==> src/sv/sfcp_ram.sv <==
// ----------------------------------------------------------------------------
// sfcp_ram
// Generic simple dual-port RAM, one write and one registered read port.
// ----------------------------------------------------------------------------
`timescale 1ns / 1ps

module sfcp_ram #(
  parameter int unsigned WIDTH = 8,
  parameter int unsigned DEPTH = 32,
  parameter int unsigned AW    = (DEPTH > 1) ? $clog2(DEPTH) : 1
) (
  input  logic             clk_i,
  input  logic             we_i,
  input  logic [AW-1:0]    waddr_i,
  input  logic [WIDTH-1:0] wdata_i,
  input  logic             re_i,
  input  logic [AW-1:0]    raddr_i,
  output logic [WIDTH-1:0] rdata_o
);

  logic [WIDTH-1:0] mem_q [DEPTH];
  logic [WIDTH-1:0] rdata_q;

  // Write port
  always_ff @(posedge clk_i) begin
    if (we_i) begin
      mem_q[waddr_i] <= wdata_i;
    end
  end

  // Registered read, holds when not enabled
  always_ff @(posedge clk_i) begin
    if (re_i) begin
      rdata_q <= mem_q[raddr_i];
    end
  end

  assign rdata_o = rdata_q;

endmodule

==> config.mk <==
export PLATFORM = sky130hd
export DESIGN_NAME = sfcp_ram
export DESIGN_NICKNAME = d
export VERILOG_FILES = /design/src/sv/sfcp_ram.sv
export SDC_FILE = /design/constraint.sdc
export NUM_CORES = 1
export LEC_CHECK = 0
export BUFFER_PORTS_ARGS = -buffer_cell sky130_fd_sc_hd__clkbuf_2
export CORE_ASPECT_RATIO = 2
export CORE_MARGIN = 2
export CORE_UTILIZATION = 25
export CTS_CLUSTER_SIZE = 28
export DETAILED_ROUTE_END_ITERATION = 12
export MAX_ROUTING_LAYER = met4
export PLACE_DENSITY_LB_ADDON = 0.12
export SLEW_MARGIN = 10
export SYNTH_ARGS = -nofsm -noshare
export SYNTH_HDL_FRONTEND = slang
export SYNTH_SLANG_ARGS = --single-unit
==> constraint.sdc <==
create_clock -name clk_i -period 2.41 [get_ports clk_i]
set_input_delay 0.1205 -clock clk_i [delete_from_list [all_inputs] [get_ports clk_i]]
set_output_delay 0.1205 -clock clk_i [all_outputs]
set_load 0.005 [all_outputs]
# Word-level counts from Yosys, hierarchy flattened
# Memory sizes are Yosys's and may differ from the RTL's. A register that Yosys moved wholly into a read port is not among the register bits.
# Index checks and enable logic that the tools add are counted.
# totals
register_bits	0
ram_bits	256
inputBits	21
out_inout_bits	8
wordCells	3
n_memories	1
# classes
n_mux	2
# memory_table
memory	depth	word_bits	rd	rd_ports_with_merged_regs	wr	line	text
mem_q	32	8	1	1	1	21	logic [WIDTH-1:0] mem_q [DEPTH];
# op_table
cell	count
$mux 1	2

# Depth between registers and ports, before layout
# logic_depth
ltp_word	2
ltp_mapped	5
ltp_nobuf	3

# Worst setup path before layout
# No wires, ideal clock.
# synth_path
path_type	input port to flip-flop
startpoint	input port raddr_i[2]
endpoint	register rdata_q[0], in the netlist rdata_o[0], read port of mem_q (data pin)
setup_ns	0.260
t_arrival_ns	1.802
required_ns	2.150
setup_slack_ns	0.348
stages	5
n_path_buf	2
cell_sequence	clkbuf_1 clkbuf_1 mux4_2 mux4_2 mux2_2
# synth_rtl
element	line	text
from (decl)	17	input logic [AW-1:0] raddr_i,
to (decl)	22	logic [WIDTH-1:0] rdata_q;

==> results.tsv <==
metric	value	unit
max_freq	504	MHz
final_cell_mix	edfxtp_1 (264), mux4_2 (80), buf_4 (34)	
cts_root_buf	clkbuf_16	
period_needed	1.98	ns
first_iter_violations	391	
cts_sinks	264	
fp.dieW	146	um
hold_end	rdata_o[6]	
drt_pre_antenna_iters	4	
cts-buffers-inserted	24	
row_count	104	
status	finished clean	
fin_worst_skew	0.0119	ns
path_common_cell	mux4_2	
syn_inst	417	
setup_viol	0	
grt_max_degree	34	
cts_tree	yes	
die-area	42300	um^2
fill_cells	3977	
antenna_found_initial	0	
peakVddDrop	0.481	mV
place_inst	994	
grt_use_total	0.135	
ys_ff_latch	264	
drt-met1-wl	9620	um
wl_met2	15800	um
reg2reg_to	rdata_o[4]	
drive_gt1_frac	0.381	
dp_hpwl	18400	um
routedWlPerCell	26.1	um
critPathTopFamily	multiplexers	
hp-start	re_i	
clock_path_buffers	3	
startpoint	mem_q[31][4]	
layout.cells.most_common	edfxtp_1	
maxUsedRoutingLayer	met4	
cts-hold-fix-buffers	0	
worst_setup_path_start_kind	register	
vias	4519	
overflow	0	
rsz0062_at_grt	false	
cellPowerDensity	797	nW/um^2
relSlewSlack	0.470	
routabilityCongestion	0.730	
ant_nets	0	
wirelength	27000	um
cts.clk_slew.worst_paths	0.07	ns
syn_nets	438	
insertion_delay	0.53	ns
syn_avg_cell_area	24.3	um^2
grt_pass1_wl	38400	um
slowest_delay	0.57	ns
path_max_fanout	1	
finalNonFillerCells	1037	
rr_worst_depth	3	
htreeDepth	1	
multi_input_area	2100	um^2
critPathKind	reg2reg	
period_share	0.823	
regArea	7930	um^2
drv_slew	0	
core_area	40100	um^2
ctsResizeCount	0	
cp.required	2.69	ns
cp_cell_sequence	mux4_2, mux4_2, mux2_2	
hold_depth	1	
crit_buf_inv	0	
post-place-ws	0.119	ns
syn_area	10100	um^2
reg2reg_setup_slack	0.43	ns
nNetsFinal	511	
n_antenna_cell	0	
maxCapViolations	0	
grt_pass1_vias	4978	
wl_met3	773	um
ys_types	14	
setup_tns	0	ns
fp.dieH	289	um
worst_pin_slew	0.795	ns
io_buffers	28	
power.leakage	0.00372	uW
ys_seq_area_frac	0.782	
setup_slack	0.426	ns
yosysWarnings	0	
hold_class	in2reg	
area_growth	18.3	%
drt-vias-per-instance	4.36	
end_kind	register	
rr_startpoint	mem_q[31][4]	
hold_violations	0	
drc_errors	0	
initial_core_util	0.253	
num_io_pins	29	
arrival	2.27	ns
slowest_stage	mux4_2	
cts_setup_buffers	0	
## state kept, by name (all words and copies together), names as in the netlist
register / count
mem_q: 256
rdata_o: 8
## where the power goes
group          switching, uW  internal [uW]  total [uW]
logic                    309            221         530
clock network           1670           2210        3880
registers               20.0           5120        5140
total                   2000           7550        9550
## final cells by class
cell class / count / area share
tap: 530 / 0.0553
clock buffer: 27 / 0.0528
sequential: 264 / 0.661
multi-input combinational: 133 / 0.175
clock inverter: 16 / 0.0126
timing repair buffer: 67 / 0.0426
## logic make-up (layout without fill, tap and decap cells)
family,Yosys count,count (layout),synth area share
flops,264,264,0.782
mux,88,88,0.187
simple gates,45,45,0.0205
buf+inv,20,110,0.0105
## routing by layer
layer	vias to the layer above	global-route usage
met5	-	-
met3	35	0.0161
met2	85	0.263
met1	2473	0.137
met4	0	0.0483
li1	1926	-
## synthesized netlist by cell type
master | n | area (um^2)
edfxtp_1 | 264 | 7930
mux4_2 | 80 | 1800
nor2_1 | 33 | 124
mux2_2 | 8 | 90.1
buf_1 | 6 | 22.5
buf_4 | 6 | 45.0
clkbuf_1 | 6 | 22.5
nand3b_1 | 5 | 37.5
or3b_2 | 3 | 26.3
nand3_1 | 2 | 10.0
buf_2 | 1 | 5.00
buf_6 | 1 | 11.3
nand2_1 | 1 | 3.75
or3_1 | 1 | 6.26
## worst max-delay path by stage
stage	to	slack, ns	depth (start not counted)
4_1_cts	rdata_o[1]	0.42	3
3_3_place_gp	rdata_o[0]	0.1	5
6_report	rdata_o[4]	0.43	3
2_1_floorplan	rdata_o[0]	0.35	5
3_5_place_dp	rdata_o[0]	0.12	5
5_1_grt	rdata_o[5]	0.39	3
## stage by stage
step | util | hold slack (ns) | total power [uW] | cell area [um^2]
3_3_place_gp | 0.279 | 0.568 | 5790 | 11200
4_1_cts | 0.299 | 0.0366 | 9710 | 12000
2_1_floorplan | - | 0.219 | 5510 | 10100
3_5_place_dp | 0.279 | 0.557 | 5800 | 11200
6_report | 0.299 | 0.0671 | 9550 | 12000
5_1_grt | 0.299 | 0.0519 | 9870 | 12000
No activity file was read; power rests on OpenSTA's default activity.
