### src/sv/sfcp_pkg.sv
// ----------------------------------------------------------------------------
// sfcp_pkg
// Types and constants shared by the serial frame checksum parser.
// ----------------------------------------------------------------------------
`timescale 1ns / 1ps

package sfcp_pkg;

  // Framing characters
  localparam logic [7:0] START_MARK = 8'h3A;  // ':'
  localparam logic [7:0] END_MARK   = 8'h0A;  // newline
  localparam logic [7:0] ASCII_ZERO = 8'h30;  // '0'

  localparam logic [7:0] CKSUM_RESET = 8'd85;

  // Result field widths
  localparam int unsigned LEN_W = 6;
  localparam int unsigned IDX_W = 5;
  // Frame length carried in a job, wide enough for the largest data store
  localparam int unsigned JOB_CNT_W = 7;

  typedef enum logic [2:0] {
    PH_IDLE,
    PH_CMD,
    PH_REG,
    PH_FLAGS,
    PH_DATA
  } phase_e;

  typedef enum logic {
    BK_IDLE,
    BK_STREAM
  } back_e;

  // One finished frame handed from the parser to the emitter
  typedef struct packed {
    logic                 err;
    logic [7:0]           cmd;
    logic [7:0]           reg_addr;
    logic [7:0]           flags;
    logic [JOB_CNT_W-1:0] count;
  } job_t;

  typedef struct packed {
    logic             status;
    logic [7:0]       command_code;
    logic [7:0]       register_addr;
    logic [7:0]       flag_bits;
    logic [LEN_W-1:0] data_length;
    logic             data_valid;
    logic [IDX_W-1:0] data_index;
    logic [7:0]       data_byte;
    logic             last;
  } result_t;

  // Queue status seen by the parser
  typedef struct packed {
    logic empty;
    logic full;
  } q_stat_t;

endpackage

### src/sv/sfcp_job_queue.sv
// ----------------------------------------------------------------------------
// sfcp_job_queue
// Two-entry queue of finished frames between the parser and the emitter.
// ----------------------------------------------------------------------------
`timescale 1ns / 1ps

module sfcp_job_queue import sfcp_pkg::*; (
  input  logic    clk_i,
  input  logic    rst_ni,
  input  logic    push_i,
  input  job_t    job_i,
  input  logic    pop_i,
  output job_t    job_o,
  output q_stat_t stat_o
);

  job_t       slot_q [2];
  logic       wr_ptr_q, wr_ptr_d;
  logic       rd_ptr_q, rd_ptr_d;
  logic [1:0] fill_q, fill_d;

  // Pointer and fill count update
  always_comb begin
    wr_ptr_d = wr_ptr_q ^ push_i;
    rd_ptr_d = rd_ptr_q ^ pop_i;
    fill_d   = fill_q + 2'(push_i) - 2'(pop_i);
  end

  always_ff @(posedge clk_i or negedge rst_ni) begin
    if (!rst_ni) begin
      wr_ptr_q <= 1'b0;
      rd_ptr_q <= 1'b0;
      fill_q   <= '0;
    end else begin
      wr_ptr_q <= wr_ptr_d;
      rd_ptr_q <= rd_ptr_d;
      fill_q   <= fill_d;
    end
  end

  // Storage, no reset needed
  always_ff @(posedge clk_i) begin
    if (push_i) begin
      slot_q[wr_ptr_q] <= job_i;
    end
  end

  assign job_o        = slot_q[rd_ptr_q];
  assign stat_o.empty = (fill_q == 2'd0);
  assign stat_o.full  = (fill_q == 2'd2);

endmodule

### config.mk
export PLATFORM = sky130hd
export DESIGN_NAME = sfcp_job_queue
export DESIGN_NICKNAME = d
export VERILOG_FILES = /design/src/sv/sfcp_pkg.sv /design/src/sv/sfcp_job_queue.sv
export SDC_FILE = /design/constraint.sdc
export NUM_CORES = 1
export LEC_CHECK = 0
export ABC_CLOCK_PERIOD_IN_PS = 4610
export BUFFER_PORTS_ARGS = -buffer_cell sky130_fd_sc_hd__buf_2
export CAP_MARGIN = 20
export CORE_MARGIN = 5
export CORE_UTILIZATION = 50
export DETAILED_ROUTE_END_ITERATION = 16
export PLACE_DENSITY = 0.72
export RECOVER_POWER = 50
export SLEW_MARGIN = 20
export SYNTH_ARGS = -nofsm -noshare
export SYNTH_HDL_FRONTEND = slang
export SYNTH_SLANG_ARGS = --single-unit
### constraint.sdc
create_clock -name clk_i -period 4.61 [get_ports clk_i]
set_input_delay 0.922 -clock clk_i [delete_from_list [all_inputs] [get_ports clk_i]]
set_output_delay 0.922 -clock clk_i [all_outputs]
set_load 0.02 [all_outputs]
== After elaboration in Yosys (flattened, before gate mapping) ==
Memory sizes are Yosys's and may differ from the RTL's.
Cells that the tools add are included.

* Register bits: 4
* Bits in writable memories: 64
* Output and inout bits: 34
* Word-level logic and storage cells: 12
* Memories: 1

{| class="wikitable"
|+ Memory list
! name !! depth !! bits a word !! read ports !! clocked after memory_dff !! wr ports !! line !! RTL
|-
| slot_q || 2 || 32 || 1 || 0 || 1 || sfcp_job_queue.sv:17 || <nowiki>job_t slot_q [2];</nowiki>
|}

* Add/subtract/negate cells: 2
* Eq/ne operators: 1
* Muxes and demuxes: 2
* Bitwise gates (word level): 2
* Reduce and logical (&&, ||, !) cells: 1

{| class="wikitable"
|+ Operators with widths
! operator !! number
|-
| $add A2 B1 Y2 || 1
|-
| $eq A2 B2 Y1 const B || 1
|-
| $logic_not A2 Y1 || 1
|-
| $mux W1 || 2
|-
| $sub A2 B1 Y2 || 1
|-
| $xor A1 B1 Y1 || 2
|}

== Depth between registers and ports, before layout ==
Gate-level depths: netlist of the first run.

* Depth after elaboration: 2
* Gate-level depth with buffers: 5
* Mapped depth without buffers: 5

== Worst setup path after synthesis of the first run ==
OpenSTA, ideal clock, no wires.

* Path kind: in2reg
* Start: in push_i
* End: mem slot_q[0][0] in the netlist's numbering (enable)
* Setup time: 392 ps
* Arrival time: 1752 ps
* Required time: 4218 ps
* Path slack: 2466 ps
* Stages on the path: 1
* Path buffers: 0
* Path through: ha_1

* Word-level cells in the longest chain between the ends: 2

{| class="wikitable"
|+ Ends and longest elaborated chain
! item !! line !! RTL
|-
| from (decl) || sfcp_job_queue.sv:10 || <nowiki>input logic push_i,</nowiki>
|-
| $mux W1 || sfcp_job_queue.sv:43 || <nowiki>if (push_i) begin</nowiki>
|-
| $mux W1 (implied by the code) || sfcp_job_queue.sv:44 || <nowiki>slot_q[wr_ptr_q] <= job_i;</nowiki>
|-
| to (decl) || sfcp_job_queue.sv:17 ||
|}

Every way passes these cells.

==> reports/results.ini, run 1 <==
[critical_path]
worstSetupPathType = reg -> out
startpoint_type = flip-flop
reg2reg_depth = 1
crit_start = rd_ptr_q
critPathBufInv = 1
path_max_fanout = 33
cp_data_required_time_ps = 3690
cp_top_family = flip-flops
crit_chain = mux2_2, buf_2
regToRegStartpoint = rd_ptr_q
critPathMaxStageDelay_ps = 1590
reg2reg_slack_ps = 2700
slowest_stage = dfrtp_1
end_kind = output pin
crit_arrival_ps = 2530
timing.rr.end = rd_ptr_q

[synth]
synth_area_leader_cell = edfxtp_1
yosys_register_bits = 68
ys_seq_area_share_pct = 75.73
syn_avg_cell_area_um2 = 23.02
synthesis.area_um2 = 2670
syn_inst = 116
syn_nets = 156
ys_top_cells_by_area = edfxtp_1, mux2_4, dfrtp_1
synth_cell_types = 12
ys_warn_count = 0
netlist.area_leader.share_pct = 71.98

[place]
portBuffers = 69
dp_hpwl_mm = 2.970
finalWeightedCongestion = 0.6711

[drt]
drtAntennaViolNets = 0
dr_total_vias = 1269
drt_wl_total_mm = 4.242
avgViaCountPerCell = 4.753
drtPass1Iterations = 4
wl_per_cell_um = 15.89
first_iter_violations = 36
drcViolationCount = 0

[finish]
diodes = 0
final_nets = 234
multi_input_area_um2 = 561.8
area_growth_pct = 19.54
layout_commonest_cell = edfxtp_1
layout_common_cells = edfxtp_1, buf_2, mux2_4
seqCellArea_um2 = 2022
drive_gt1_share_pct = 47.72
final_util_pct = 62.10
fillCellCount = 412

[clock_network]
ctsResizeCount = 0
clock_path_buffers = 2
cts_setup_buffers = 0
clkLatencyLatePin_ps = 330
htreeDepth = 3
clkTransAtPathRegs_ps = 60
cts_tree = yes
clock-sinks = 68
postCtsHoldBufs = 0
cts_root_buf = clkbuf_8
cts_inserted_buffers = 9

[sta]
fmax_ghz = 0.2896
slew-limit-headroom_pct = -23.26
hold_viol = 0
tightest_slew_ps = 1849
setup-violations-final = 0
fin_worst_skew_ps = 4.925
min_period_over_period_pct = 74.89
rsz0062_at_grt = no
slew_viol_final = 34
finalSetupTns_ps = 0
period_needed_ps = 3453

[power_and_ir_drop]
powerDensity_nw_per_um2 = 638.9
internal-power_uw = 1411
ir_drop_mv = 0.4671
clkPwrFrac_pct = 21.4
seqPwrFrac_pct = 45.8
power_frac_comb_pct = 32.8
p_sw_uw = 627.9
p_leak_uw = 0.001288
swShare_pct = 30.79

[floorplan]
die_w_um = 83.08
fp.coreArea_um2 = 5140
pin_count = 70
initial_core_util_pct = 51.95
core.rowCount = 26
die_area_um2 = 6901
die_height_um = 83.08

[global_routing]
grt_pass1_wl_mm = 6.824
antenna_found_initial = 0
grt_pass1_vias = 1450
overflow = 0
grt_max_degree = 34
grtUsageTotal_pct = 13.20

[run_status]
outcome = complete, but fails checks
violations = max-capacitance violations, max-slew violations

[flow_run]
cap_violations = 1

[worst_hold_path]
worstHoldPathType = in -> async

==> sequential cells by signal, indices dropped and copies added, names as in the netlist <==
register,count
fill_q,2
rd_ptr_q,1
slot_q,64
wr_ptr_q,1
==> cell families (layout without fill, tap and decap cells) <==
group | count (synthesis) | count (layout) | share of synthesized area [%]
XOR/XNOR | 2 | 2 | 1.218
adder cells (fa/ha/maj) | 4 | 4 | 1.874
buffers and inverters | 8 | 89 | 3.233
flip-flops | 68 | 68 | 75.73
multiplexers | 32 | 32 | 17.57
AND/OR/NAND/NOR | 2 | 2 | 0.3749
==> stage by stage <==
| stage | total power (uW) | instances | instance area, um2 | hold slack [ps] | setup slack (ps) |
|---|---|---|---|---|---|
| 3_3_place_gp | 1594 | 253 | 3048 | 588.5 | 2098 |
| 3_5_place_dp | 1620 | 253 | 3048 | 606.4 | 2062 |
| 6_report | 2039 | 267 | 3192 | 406.2 | 1157 |
| 5_1_grt | 2148 | 267 | 3192 | 408.0 | 997.0 |
| 4_1_cts | 2059 | 267 | 3219 | 368.5 | 1688 |
| 2_1_floorplan | 1473 | 116 | 2670 | 579.6 | 2466 |
==> metal layers <==
metal | routed length [um] | global-route usage (%) | vias to the layer above
met2 | 2050 | 20.92 | 56
met3 | 434 | 6.832 | 13
li1 | - | - | 599
met4 | 122 | 8.470 | 0
met1 | 1635 | 13.69 | 601
met5 | 0 | 0 | -
==> worst max path at each step <==
stage | cells past startpoint | end | slack (ps)
5_1_grt | 2 | job_o[0] | 1000
3_5_place_dp | 2 | job_o[0] | 2060
3_3_place_gp | 2 | job_o[31] | 2100
4_1_cts | 2 | job_o[0] | 1690
2_1_floorplan | 1 | slot_q[0][0] | 2470
6_report | 2 | job_o[0] | 1160
==> area by class of cell <==
type / instances / share of cell area (%)
Tap cell: 70 / 2.744
Multi-Input combinational cell: 40 / 17.60
Timing Repair Buffer: 71 / 10.47
Sequential cell: 68 / 63.35
Inverter: 4 / 0.4704
Clock buffer: 11 / 4.116
Clock inverter: 3 / 1.254
==> synthesized netlist by cell type <==
library cell / n
nor2_1: 1
dfrtp_1: 4
mux2_2: 3
nor2b_1: 1
xor3_1: 1
inv_1: 4
mux2_4: 29
ha_1: 4
buf_6: 1
xor2_1: 1
buf_12: 3
edfxtp_1: 64
==> power groups by stage <==
stage | Sequential [uW] | Clock [uW] | Combinational (uW)
finish | 934 | 437 | 669
floorplan | 865 | 0 | 608
global placement | 939 | 0 | 655
detailed placement | 953 | 0 | 667
global route | 950 | 478 | 719
CTS | 940 | 450 | 669
No activity file was read; power rests on OpenSTA's default activity.
==> inputs of run 2 (changes only) <==
--- a/config.mk
+++ b/config.mk
@@ -5,7 +5,7 @@
 export SDC_FILE = /design/constraint.sdc
 export NUM_CORES = 1
 export LEC_CHECK = 0
-export ABC_CLOCK_PERIOD_IN_PS = 4610
+export ABC_CLOCK_PERIOD_IN_PS = 3400
 export BUFFER_PORTS_ARGS = -buffer_cell sky130_fd_sc_hd__buf_2
 export CAP_MARGIN = 20
 export CORE_MARGIN = 5
==> constraint.sdc (replaced) <==
create_clock -name clk_i -period 3.4 [get_ports clk_i]
set_input_delay 0.68 -clock clk_i [delete_from_list [all_inputs] [get_ports clk_i]]
set_output_delay 0.68 -clock clk_i [all_outputs]
set_load 0.02 [all_outputs]
==> run 2 against run 1 <==
Compared with the run above:
- the flow now finishes without violations
- global-route usage shrank 0.48 points
- worst setup slack worse by 370 ps
- critical path depth unchanged
- wire length hardly changed
- sequential cell count stayed put
- highest routed layer unchanged
==> reports/results.ini, run 2 (synthesis results as in run 1) <==
[clock_network]
clock_path_buffers = 2  ; unchanged
cts_tree = yes
clkLatencyLatePin_ps = 320  ; about the same
postCtsHoldBufs = 0  ; unchanged
clkTransAtPathRegs_ps = 60  ; about the same
cts_setup_buffers = 0  ; unchanged
cts_root_buf = clkbuf_8
ctsResizeCount = 0  ; unchanged
htreeDepth = 3  ; unchanged
clock-sinks = 68  ; unchanged
cts_inserted_buffers = 9  ; unchanged

[critical_path]
timing.rr.end = slot_q[0][5]
reg2reg_depth = 3  ; +2
crit_chain = mux2_2, buf_2
end_kind = output pin
worstSetupPathType = reg -> out
crit_start = rd_ptr_q
crit_arrival_ps = 1930  ; -600 ps
cp_data_required_time_ps = 2720  ; -970 ps
reg2reg_slack_ps = 1880  ; -820 ps
crit_path_end = job_o[1]
regToRegStartpoint = wr_ptr_q
critPathMaxStageDelay_ps = 1040  ; -550 ps
startpoint_type = flip-flop
slowest_stage = dfrtp_2
path_max_fanout = 33  ; unchanged

[finish]
largest_register_ffs = 64  ; unchanged
diodes = 0  ; unchanged
final_util_pct = 62.51  ; +0.41 points
finish.instance_area_um2 = 3213  ; +0.67%
layout_common_cells = edfxtp_1, buf_2, mux2_4
instances_no_fill = 268  ; +0.37%
area_growth_pct = 20.34
layout_commonest_cell = edfxtp_1
top_register = slot_q
final_nets = 234  ; unchanged
drive_gt1_share_pct = 50.00  ; +2.3 points
reg_top3 = slot_q x64, fill_q x2

[sta]
setup-violations-final = 0  ; unchanged
fin_worst_skew_ps = 6.802  ; +1.876 ps
finalSetupTns_ps = 0  ; unchanged
period_needed_ps = 2615
hold_viol = 0  ; unchanged
slew-limit-headroom_pct = 32.28  ; +56 points
min_period_over_period_pct = 76.91
tightest_slew_ps = 1016  ; -833.2 ps
rsz0062_at_grt = no
slew_viol_final = 0  ; -100%
fmax_ghz = 0.3824

[floorplan]
die_area_um2 = 6901  ; unchanged
core.rowCount = 26  ; unchanged
initial_core_util_pct = 51.95  ; unchanged
die_height_um = 83.08  ; unchanged
fp.coreArea_um2 = 5140  ; unchanged
die_w_um = 83.08  ; unchanged
pin_count = 70  ; unchanged

[global_routing]
grt_max_degree = 34  ; unchanged
grtUsageTotal_pct = 12.71  ; -0.48 points
antenna_found_initial = 0  ; unchanged
grt_pass1_vias = 1441  ; -0.62%
grt_pass1_wl_mm = 6.851  ; +0.40%
overflow = 0  ; unchanged

[drt]
wl_met1_mm = 1.860  ; +14%
drtAntennaViolNets = 0  ; unchanged
drt_wl_total_mm = 4.241  ; about the same
wl_met2_mm = 2.018  ; -1.6%
drcViolationCount = 0  ; unchanged
first_iter_violations = 53  ; +47%
dr_total_vias = 1296  ; +2.1%
routed.top_layer = met4
drtPass1Iterations = 4  ; unchanged
avgViaCountPerCell = 4.836  ; +1.7%
wl_per_cell_um = 15.82  ; -0.40%
wl_met3_um = 322  ; -26%

[place]
portBuffers = 69  ; unchanged
dpl_cell_area_um2 = 3048  ; unchanged
finalWeightedCongestion = 0.6677  ; -0.51%
dp_hpwl_mm = 2.969  ; about the same
dpl.cell_count = 253  ; unchanged

[flow_run]
cap_violations = 0  ; -1

[power_and_ir_drop]
powerDensity_nw_per_um2 = 861.8  ; +35%
ir_drop_mv = 0.4643  ; -0.60%
fin_total_pwr_uw = 2769  ; +36%
p_leak_uw = 0.001288  ; about the same

[run_status]
outcome = complete, no violations

[worst_hold_path]
worstHoldPathType = in -> async

-- run 2: cell types whose count changed in the layout (fill, tap and decap cells not counted) --
cell	delta
clkinv_4	+1
buf_2	+1
dfrtp_1	-1
clkinvlp_4	+3
dfrtp_2	+1
clkinv_2	-1
clkbuf_1	-3
-- run 2: through the flow --
stage / hold WS (ps) / setup slack, ps
2_1_floorplan: 384.4 / 1498
3_3_place_gp: 492.4 / 1128
3_5_place_dp: 494.4 / 1082
4_1_cts: 144.2 / 723.9
5_1_grt: 192.9 / 671.8
6_report: 187.2 / 785.2
-- run 2: report_power, final --
part / leakage, uW / switching [uW] / internal (uW) / total [uW]
clock: 0.0000873 / 279 / 334 / 613
sequential: 0.000646 / 151 / 1120 / 1270
combinational: 0.000554 / 441 / 448 / 889
total: 0.00129 / 871 / 1900 / 2770
-- run 2: how the worst min path moves through the flow --
stage            from        end  slack [ps]  cells past startpoint
2_1_floorplan  rst_ni  fill_q[0]         380                      0
3_5_place_dp   rst_ni  fill_q[0]         490                      1
6_report       rst_ni  fill_q[1]         190                      1
4_1_cts        rst_ni  fill_q[1]         140                      1
3_3_place_gp   rst_ni  fill_q[0]         490                      1
5_1_grt        rst_ni  fill_q[0]         190                      1
-- run 2: layout make-up --
type                            instances  area, um2
Sequential cell                        68       2023
Fill cell                             412       1927
Multi-Input combinational cell         40      561.8
Timing Repair Buffer                   71      335.3
Clock buffer                            9      123.9
Tap cell                               70      87.58
Clock inverter                          6      66.31
Inverter                                4      15.01
-- run 2: metal layers --
metal,vias to the layer above,GRT usage (%)
met5,-,0
met4,0,4.903
met3,5,4.950
met2,55,19.97
met1,637,15.89
li1,599,-
-- run 2: critical path, delay by kind of cell, from the launching register on --
kind                   cells  cell delay [ps]
flip-flops                 1             1040
multiplexers               1              420
buffers and inverters      1              160
