<file path="config.mk">
export PLATFORM = sky130hd
export DESIGN_NAME = sfcp_front_flat
export DESIGN_NICKNAME = d
export VERILOG_FILES = /design/src/sv/sfcp_pkg.sv /design/src/sv/sfcp_if.sv /design/src/sv/sfcp_front.sv /design/src/flat_wrapper.sv
export SDC_FILE = /design/constraint.sdc
export NUM_CORES = 1
export LEC_CHECK = 0
export BUFFER_PORTS_ARGS = -buffer_cell sky130_fd_sc_hd__buf_2
export CAP_MARGIN = 5
export CORE_ASPECT_RATIO = 1.25
export CORE_MARGIN = 3
export CORE_UTILIZATION = 52
export CTS_CLUSTER_DIAMETER = 120
export DETAILED_ROUTE_END_ITERATION = 10
export PLACE_DENSITY = 0.83
export SETUP_SLACK_MARGIN = 0.2
export SYNTH_ARGS = -nofsm -noshare
export SYNTH_HDL_FRONTEND = slang
export SYNTH_SLANG_ARGS = --single-unit
export TNS_END_PERCENT = 50
</file>
<file path="constraint.sdc">
create_clock -name clk_i -period 2.9 [get_ports clk_i]
set_input_delay 0.435 -clock clk_i [delete_from_list [all_inputs] [get_ports clk_i]]
set_output_delay 0.435 -clock clk_i [all_outputs]
set_load 0.02 [all_outputs]
</file>
<file path="src/sv/sfcp_pkg.sv">
// ----------------------------------------------------------------------------
// sfcp_pkg
// Types and constants shared by the serial frame checksum parser.
// ----------------------------------------------------------------------------
`timescale 1ns / 1ps

package sfcp_pkg;

  // Framing characters
  localparam logic [7:0] START_MARK = 8'h3A;  // ':'
  localparam logic [7:0] END_MARK   = 8'h0A;  // newline
  localparam logic [7:0] ASCII_ZERO = 8'h30;  // '0'

  localparam logic [7:0] CKSUM_RESET = 8'd85;

  // Result field widths
  localparam int unsigned LEN_W = 6;
  localparam int unsigned IDX_W = 5;
  // Frame length carried in a job, wide enough for the largest data store
  localparam int unsigned JOB_CNT_W = 7;

  typedef enum logic [2:0] {
    PH_IDLE,
    PH_CMD,
    PH_REG,
    PH_FLAGS,
    PH_DATA
  } phase_e;

  typedef enum logic {
    BK_IDLE,
    BK_STREAM
  } back_e;

  // One finished frame handed from the parser to the emitter
  typedef struct packed {
    logic                 err;
    logic [7:0]           cmd;
    logic [7:0]           reg_addr;
    logic [7:0]           flags;
    logic [JOB_CNT_W-1:0] count;
  } job_t;

  typedef struct packed {
    logic             status;
    logic [7:0]       command_code;
    logic [7:0]       register_addr;
    logic [7:0]       flag_bits;
    logic [LEN_W-1:0] data_length;
    logic             data_valid;
    logic [IDX_W-1:0] data_index;
    logic [7:0]       data_byte;
    logic             last;
  } result_t;

  // Queue status seen by the parser
  typedef struct packed {
    logic empty;
    logic full;
  } q_stat_t;

endpackage

</file>
<file path="src/sv/sfcp_if.sv">
// ----------------------------------------------------------------------------
// sfcp channel interfaces
// Valid/ready channels for received bytes, results and the config write.
// ----------------------------------------------------------------------------
`timescale 1ns / 1ps

interface sfcp_in_if;
  logic       valid;
  logic       ready;
  logic [7:0] rx_byte;

  modport source (output valid, output rx_byte, input ready);
  modport sink   (input valid, input rx_byte, output ready);
endinterface


interface sfcp_cfg_if;
  logic       valid;
  logic       ready;
  logic [7:0] sum_target;

  modport source (output valid, output sum_target, input ready);
  modport sink   (input valid, input sum_target, output ready);
endinterface

</file>
<file path="src/sv/sfcp_front.sv">
// ----------------------------------------------------------------------------
// sfcp_front
// Frame parser: takes bytes, tracks the header, sums and stores data bytes.
// ----------------------------------------------------------------------------
`timescale 1ns / 1ps

module sfcp_front import sfcp_pkg::*; #(
  parameter int unsigned DATA_DEPTH = 32,
  parameter int unsigned CW = $clog2(DATA_DEPTH + 1),
  parameter int unsigned AW = (DATA_DEPTH > 1) ? $clog2(DATA_DEPTH) : 1
) (
  input  logic          clk_i,
  input  logic          rst_ni,
  sfcp_in_if.sink       rx,
  sfcp_cfg_if.sink      cfg,
  input  q_stat_t       q_stat_i,
  input  logic          back_idle_i,
  output logic          push_o,
  output job_t          job_o,
  output logic          wr_en_o,
  output logic [AW-1:0] wr_addr_o,
  output logic [7:0]    wr_data_o
);

  phase_e        phase_q, phase_d;
  logic [7:0]    sum_q, sum_d;
  logic [CW-1:0] cnt_q, cnt_d;
  logic [7:0]    cmd_q, cmd_d;
  logic [7:0]    reg_q, reg_d;
  logic [7:0]    flg_q, flg_d;
  logic [7:0]    target_q;
  logic          accept;
  logic [7:0]    cmd_val;

  // Config register, always writable
  assign cfg.ready = 1'b1;

  always_ff @(posedge clk_i or negedge rst_ni) begin
    if (!rst_ni) begin
      target_q <= CKSUM_RESET;
    end else if (cfg.valid) begin
      target_q <= cfg.sum_target;
    end
  end

  // Data bytes wait until the store is free of the previous frame
  always_comb begin
    unique case (phase_q) inside
      PH_IDLE, PH_CMD, PH_REG, PH_FLAGS: rx.ready = 1'b1;
      default:                           rx.ready = back_idle_i && q_stat_i.empty;
    endcase
  end

  assign accept  = rx.valid && rx.ready;
  assign cmd_val = rx.rx_byte - ASCII_ZERO;

  // Parse step
  always_comb begin
    phase_d   = phase_q;
    sum_d     = sum_q;
    cnt_d     = cnt_q;
    cmd_d     = cmd_q;
    reg_d     = reg_q;
    flg_d     = flg_q;
    push_o    = 1'b0;
    wr_en_o   = 1'b0;
    wr_addr_o = cnt_q[AW-1:0];
    wr_data_o = rx.rx_byte;
    job_o     = '{err: 1'b1, cmd: cmd_q, reg_addr: reg_q, flags: flg_q,
                  count: JOB_CNT_W'(cnt_q)};
    if (accept) begin
      unique case (phase_q)
        PH_IDLE: begin
          if (rx.rx_byte == START_MARK) begin
            phase_d = PH_CMD;
          end
        end
        PH_CMD: begin
          cmd_d   = cmd_val;
          sum_d   = sum_q + cmd_val;
          phase_d = PH_REG;
        end
        PH_REG: begin
          reg_d   = rx.rx_byte;
          sum_d   = sum_q + rx.rx_byte;
          phase_d = PH_FLAGS;
        end
        PH_FLAGS: begin
          flg_d   = rx.rx_byte;
          sum_d   = sum_q + rx.rx_byte;
          phase_d = PH_DATA;
        end
        PH_DATA: begin
          if (rx.rx_byte == END_MARK) begin
            push_o    = 1'b1;
            job_o.err = (sum_q != target_q);
            phase_d   = PH_IDLE;
          end else if (cnt_q >= CW'(DATA_DEPTH)) begin
            // overflow: error result, frame dropped
            push_o  = 1'b1;
            phase_d = PH_IDLE;
          end else begin
            wr_en_o = 1'b1;
            cnt_d   = cnt_q + 1'b1;
            sum_d   = sum_q + rx.rx_byte;
          end
        end
        default: begin
          push_o  = 1'b1;
          phase_d = PH_IDLE;
        end
      endcase
      // back to idle clears the frame
      if (phase_d == PH_IDLE) begin
        sum_d = '0;
        cnt_d = '0;
        cmd_d = '0;
        reg_d = '0;
        flg_d = '0;
      end
    end
  end

  always_ff @(posedge clk_i or negedge rst_ni) begin
    if (!rst_ni) begin
      phase_q <= PH_IDLE;
      sum_q   <= '0;
      cnt_q   <= '0;
      cmd_q   <= '0;
      reg_q   <= '0;
      flg_q   <= '0;
    end else begin
      phase_q <= phase_d;
      sum_q   <= sum_d;
      cnt_q   <= cnt_d;
      cmd_q   <= cmd_d;
      reg_q   <= reg_d;
      flg_q   <= flg_d;
    end
  end

endmodule

</file>
<file path="src/flat_wrapper.sv">
// flat-port wrapper written by rule: the top's interface ports become plain ports
module sfcp_front_flat import sfcp_pkg::*;
#(
  parameter int unsigned DATA_DEPTH = 32,
  parameter int unsigned CW = $clog2(DATA_DEPTH + 1),
  parameter int unsigned AW = (DATA_DEPTH > 1) ? $clog2(DATA_DEPTH) : 1
)
  (clk_i, rst_ni, q_stat_i, back_idle_i, push_o, job_o, wr_en_o, wr_addr_o, wr_data_o, rx_valid, rx_rx_byte, rx_ready, cfg_valid, cfg_sum_target, cfg_ready);
  sfcp_in_if rx_i ();
  sfcp_cfg_if cfg_i ();
  input  logic clk_i;
  input  logic rst_ni;
  input  q_stat_t q_stat_i;
  input  logic back_idle_i;
  output logic push_o;
  output job_t job_o;
  output logic wr_en_o;
  output logic [AW-1:0] wr_addr_o;
  output logic [7:0] wr_data_o;
  input wire logic [$bits(rx_i.valid)-1:0] rx_valid;
  input wire logic [$bits(rx_i.rx_byte)-1:0] rx_rx_byte;
  output wire logic [$bits(rx_i.ready)-1:0] rx_ready;
  input wire logic [$bits(cfg_i.valid)-1:0] cfg_valid;
  input wire logic [$bits(cfg_i.sum_target)-1:0] cfg_sum_target;
  output wire logic [$bits(cfg_i.ready)-1:0] cfg_ready;
  assign rx_i.valid = rx_valid;
  assign rx_i.rx_byte = rx_rx_byte;
  assign rx_ready = rx_i.ready;
  assign cfg_i.valid = cfg_valid;
  assign cfg_i.sum_target = cfg_sum_target;
  assign cfg_ready = cfg_i.ready;
  sfcp_front #(.DATA_DEPTH(DATA_DEPTH), .CW(CW), .AW(AW)) u_core (.clk_i(clk_i), .rst_ni(rst_ni), .rx(rx_i), .cfg(cfg_i), .q_stat_i(q_stat_i), .back_idle_i(back_idle_i), .push_o(push_o), .job_o(job_o), .wr_en_o(wr_en_o), .wr_addr_o(wr_addr_o), .wr_data_o(wr_data_o));
endmodule
</file>
## Yosys cells after proc, flatten, opt, wreduce, memory -nomap -nowiden

Index checks and enable logic that the tools add are counted.

- Word-level logic and storage cells: 70
- Flip-flop bits (word level): 49
- Output and inout port bits: 49
- Input bits: 23

- Muxes and demuxes: 31
- $lt $le $gt $ge: 1
- Reduce and logical (&&, ||, !) cells: 16
- Eq/ne operators: 11
- Add/sub/neg operators: 4

Operator list:

| cell | count |
|---|---|
| 8-bit two-way mux | 9 |
| 6-bit two-way mux | 4 |
| 8-bit one-hot mux with 3 select lines | 1 |
| 8-bit adder | 2 |
| 3-bit one-hot mux with 5 select lines | 1 |
| 3-bit two-way mux | 4 |
| 1-bit two-way mux | 11 |
| 8-bit by 4-bit == test with 1-bit output (second input constant) | 1 |
| 8-bit by 6-bit == test with 1-bit output (second input constant) | 1 |
| 8-bit inequality test | 1 |
| 4-bit AND reduction | 2 |
| 2-bit nonzero test | 4 |
| 8-bit by 6-bit subtractor with 8-bit output (second input constant) | 1 |
| 6-bit by 1-bit adder with 6-bit output (second input constant) | 1 |
| 3-bit by 2-bit == test with 1-bit output (second input constant) | 2 |
| 6-bit greater-or-equal comparator (second input constant) | 1 |
| 3-bit logical NOT | 2 |
| 3-bit inequality test (second input constant) | 2 |
| 2-bit AND reduction | 3 |
| 2-bit inequality test (second input constant) | 2 |
| 4-bit nonzero test | 1 |
| 4-bit OR reduction | 1 |
| 3-bit by 1-bit == test with 1-bit output (second input constant) | 1 |
| 3-bit == test (second input constant) | 1 |
| other kinds (3) | 4 |

## Depth between registers and ports, before layout

- Word-level depth: 8
- Mapped depth: 11
- Gate-level depth less buffers: 10

## Worst setup path after synthesis

OpenSTA, ideal clock, no wires.

- Path type: reg2reg
- Start: reg u_core.phase_q[1]
- End: reg u_core.sum_q[7]
- Library setup time: 65 ps
- Stages on the path, launching flop included: 10
- Clock period less this slack: 2429 ps
- Buffers on the path: 0
- Data required time: 2835 ps
- Path slack: 471 ps
- Arrival: 2364 ps
- Cells stage by stage: dfrtp_1 > nor2b_1 > a21oi_1 > nor2b_1 > xor2_1 > ha_1 > a21o_1 > or4_4 > a211o_1 > nand2_1

- Cells in the longest elaborated chain, start to end: 7
- Elaborated cells between the ends (all ways): 21
- Classes of those cells: eq/ne (6); mux (8); reduce/logical (7)

Ends and longest elaborated chain:

| item | RTL line | source |
|---|---|---|
| start, declared | sfcp_front.sv:25 | `phase_e phase_q, phase_d;` |
| start signal, assigned | sfcp_front.sv:133 | `phase_q <= phase_d;` |
| 3-bit two-way mux | sfcp_front.sv:98 | `end else if (cnt_q >= CW'(DATA_DEPTH)) begin` |
| 3-bit two-way mux | sfcp_front.sv:94 | `if (rx.rx_byte == END_MARK) begin` |
| 3-bit one-hot mux with 5 select lines | sfcp_front.sv:72 | `unique case (phase_q)` |
| 3-bit two-way mux | sfcp_front.sv:71 | `if (accept) begin` |
| 3-bit logical NOT | sfcp_front.sv:114 | `if (phase_d == PH_IDLE) begin` |
| 3-bit inequality test (no line) or 4-bit nonzero test (tied branches) | n/a |  |
| 4-bit AND reduction (no line) | n/a |  |
| end signal, assigned | sfcp_front.sv:134 | `sum_q <= sum_d;` |
| end, declared | sfcp_front.sv:26 | `logic [7:0] sum_q, sum_d;` |

Several ways; a longest one is shown, not always the timed one. The select of a mux whose other input is x is not followed.
A chain may end at the register's enable or synchronous reset.

## Worst setup path after layout

Ends and elaborated chain as after synthesis.

==> results.json <==
{
  "synth_top_family_by_area": "simple AND/OR/NAND/NOR gates",
  "final_nets": 349,
  "clk_pin_slew_ns": 0.09,
  "powerDensity_nw_per_um2": 1060,
  "syn-num-nets": 295,
  "dp_hpwl_mm": 4.32,
  "diodes": 0,
  "initial_utilization_pct": 55.3,
  "criticalPathCategory": "flip-flop to flip-flop",
  "p_comb_share_pct": 48.2,
  "wl_per_cell_um": 15.8,
  "rsz0062_at_grt": "false",
  "path_buf_inv": 0,
  "synth_top_area_share_pct": 42.1,
  "slew_violations": 0,
  "grt_util_all_layers_pct": 20.6,
  "gp_congestion": 0.794,
  "synth.area.top_cells": "dfrtp_1 42%, nand2_1 5.5%, ha_1 5.1%",
  "worst_slew_margin_rel_pct": 29.0,
  "fin_crit_ns": 2.61,
  "cp-end-kind": "flip-flop",
  "cts_buffers": 5,
  "netlist-cell-type-count": 48,
  "critPathRequiredTime_ns": 3.15,
  "critPathLaunchType": "flip-flop",
  "cts_hold_buf": 0,
  "status": "finished clean",
  "crit_slowest_cell": "or4_4",
  "viasPerCell": 5.54,
  "ys_ff_latch": 49,
  "synthCells": 260,
  "area_growth_pct": 16.0,
  "clock_path_buffers": 2,
  "drtAntennaViolNets": 0,
  "synthSimpleGateAreaFrac_pct": 16.7,
  "io_buffers": 68,
  "drcViolationCount": 0,
  "cpPeakStageDelay_ns": 0.49,
  "hold_class": "primary input to asynchronous set/reset pin",
  "worstMarginPinSlew_ns": 1.07,
  "drv_cap": 0,
  "synth-async-reset-ratio_pct": 100,
  "synth-xor-area-share_pct": 6.88,
  "cts_tree": "built",
  "ys_warn_count": 0,
  "vias": 2076,
  "core_area_sq_um": 4830,
  "grt_max_degree": 50,
  "grt_pass1_vias": 2133,
  "ir_worst_vdd_v": 0.000527,
  "leakagePower_nw": 1.58,
  "path_delay_family": "simple AND/OR/NAND/NOR gates",
  "insertion_delay_ns": 0.31,
  "dieArea_sq_um": 6050,
  "clockPowerShare_pct": 17.8,
  "io_pins": 72,
  "synth_area_per_cell_sq_um": 10.3,
  "drive_gt1_share_pct": 34.0,
  "internal_power_w": 0.00192,
  "postRouteWirelength_mm": 5.94,
  "ys.flop_type": "dfrtp_1",
  "synthAdderAreaFrac_pct": 5.89,
  "yosysTopAreaCell": "dfrtp_1",
  "drt_iter0_drc": 143,
  "overflow": 0,
  "power_frac_seq_pct": 34.0,
  "syn_area_sq_um": 2680,
  "setup_violations": 0,
  "crit_chain": "nor2b_1 > a21oi_2 > nor2b_2 > xor2_1 > ha_1 > a21o_1 > or4_4 > a211o_1 > nand2_1",
  "ys_seq_area_share_pct": 46.0,
  "num_rows": 28,
  "setup_ws_ns": 0.291,
  "synth_edf_count": 0,
  "fmax_ghz": 0.383,
  "antenna_found_initial": 0,
  "clock_sinks": 49,
  "cp_data_arrival_time_ns": 2.86,
  "min_period_over_period_pct": 90.0,
  "synth_mux_area_share_pct": 3.79,
  "path_max_fanout": 7,
  "final.setup_skew_ns": 0.0105,
  "fin_setup_tns_ns": 0,
  "final_hold_viol_count": 0,
  "nFillCells": 385,
  "die_w_um": 70.2,
  "synth_compound_area_share_pct": 13.6,
  "clock-root-buffer": "clkbuf_8",
  "pre_cts_slack_ns": 0.234,
  "swShare_pct": 41.8,
  "netSwitchingPower_w": 0.00138,
  "die_h_um": 86.2,
  "h-tree-depth": 2,
  "grt_pass1_wl_mm": 10.0,
  "firstDrtPassIters": 4
}
[per-stage QoR]
stage / total power, W / instances / utilization (%) / cell area (sq um) / hold slack (ns)
floorplan: 0.00227 / 260 / - / 2680 / 0.139
global placement: 0.00261 / 365 / 60.8 / 2940 / 0.482
detailed placement: 0.00266 / 365 / 60.8 / 2940 / 0.484
CTS: 0.00327 / 373 / 63.7 / 3080 / 0.347
global route: 0.00354 / 375 / 64.2 / 3100 / 0.357
finish: 0.00330 / 375 / 64.2 / 3100 / 0.317
[power by group through the flow]
stage | Clock (W) | Sequential, W | Combinational (W)
after CTS | 0.000593 | 0.00111 | 0.00157
after detailed placement | 0 | 0.00112 | 0.00154
after global placement | 0 | 0.00111 | 0.00150
final | 0.000586 | 0.00112 | 0.00159
after global routing | 0.000625 | 0.00116 | 0.00175
after floorplan | 0 | 0.00127 | 0.000996
[logic make-up after synthesis]
logic type	count (synthesis)
and+or+nand+nor	84
AOI/OAI and AO/OA	53
DFF	49
buffers and inverters	30
xor gates and xnor gates	21
adders and majority gates	12
muxes	9
other	2
[layout by cell type (no fill, tap or decap), types with 4 or more instances in the layout]
master | Yosys | routed
buf_2 | 2 | 68
dfrtp_1 | 45 | 43
nand2_1 | 39 | 39
o21ai_0 | 15 | 15
xor2_1 | 15 | 15
a22o_1 | 15 | 15
nor2_1 | 13 | 12
ha_1 | 11 | 11
mux2_2 | 9 | 9
a21oi_1 | 8 | 7
xnor2_1 | 6 | 6
inv_1 | 5 | 5
clkbuf_8 | 0 | 5
and2_1 | 4 | 4
o22ai_1 | 4 | 4
buf_4 | 16 | 4
dfstp_2 | 4 | 4
[cells in the mapped netlist, drive strengths merged (4+ instances only)]
cell type  number
a21oi           8
a22o           15
and2            4
buf            21
clkbuf          4
dfrtp          45
dfstp           4
ha             11
inv             5
mux2            9
nand2          39
nor2           14
o21ai          16
o22ai           4
xnor2           6
xor2           15
[repair_timing]
action,in CTS,in global routing
gates resized for setup,1,4
buffers inserted,0,2
endpoints found under the setup margin,1,1
endpoints found under the hold margin,0,0
[state kept, by name, summed over array words and instances (netlist names)]
register and cells:
u_core.cmd_q 8, u_core.flg_q 8, u_core.reg_q 8, u_core.sum_q 8, u_core.target_q 8, u_core.cnt_q 6
u_core.phase_q 3
[worst paths after layout]
| path | cells past startpoint | slack, ns | endpoint | start |
|---|---|---|---|---|
| worst max-delay path | 9 | 0.29 | u_core.sum_q[7]$_DFFE_PN0P_ | u_core.phase_q[1]$_DFFE_PN0P_ |
| worst min-delay path | 1 | 0.32 | u_core.target_q[3]$_DFFE_PN0P_ | rst_ni |
| worst max register to register | 9 | 0.29 | u_core.sum_q[7]$_DFFE_PN0P_ | u_core.phase_q[1]$_DFFE_PN0P_ |
| worst min register to register | 1 | 0.50 | u_core.cmd_q[2]$_DFFE_PN0P_ | u_core.cmd_q[2]$_DFFE_PN0P_ |
| max in group asynchronous | 1 | 1.87 | u_core.phase_q[1]$_DFFE_PN0P_ | rst_ni |
| min in group clk_i | 2 | 0.35 | u_core.target_q[1]$_DFFE_PN0P_ | cfg_sum_target[1] |
[cell type report]
cell class / instances / area (sq um) / area share (%)
clock buffer: 5 / 68.8 / 2.22
clock inverter: 3 / 68.8 / 2.22
inverter: 5 / 18.8 / 0.605
multi-input combinational: 181 / 1270 / 40.9
sequential: 49 / 1230 / 39.7
tap: 60 / 75.1 / 2.42
timing repair buffer: 72 / 370 / 11.9
[per-layer routing]
layer	up-vias	part of all wire, %	track usage [%]
met2	56	51	35.9
met1	1012	42	25.6
met4	0	2.0	7.14
met3	13	4.4	4.29
li1	995	-	-
met5	-	0	0
Power figures use the tool's default switching activity.
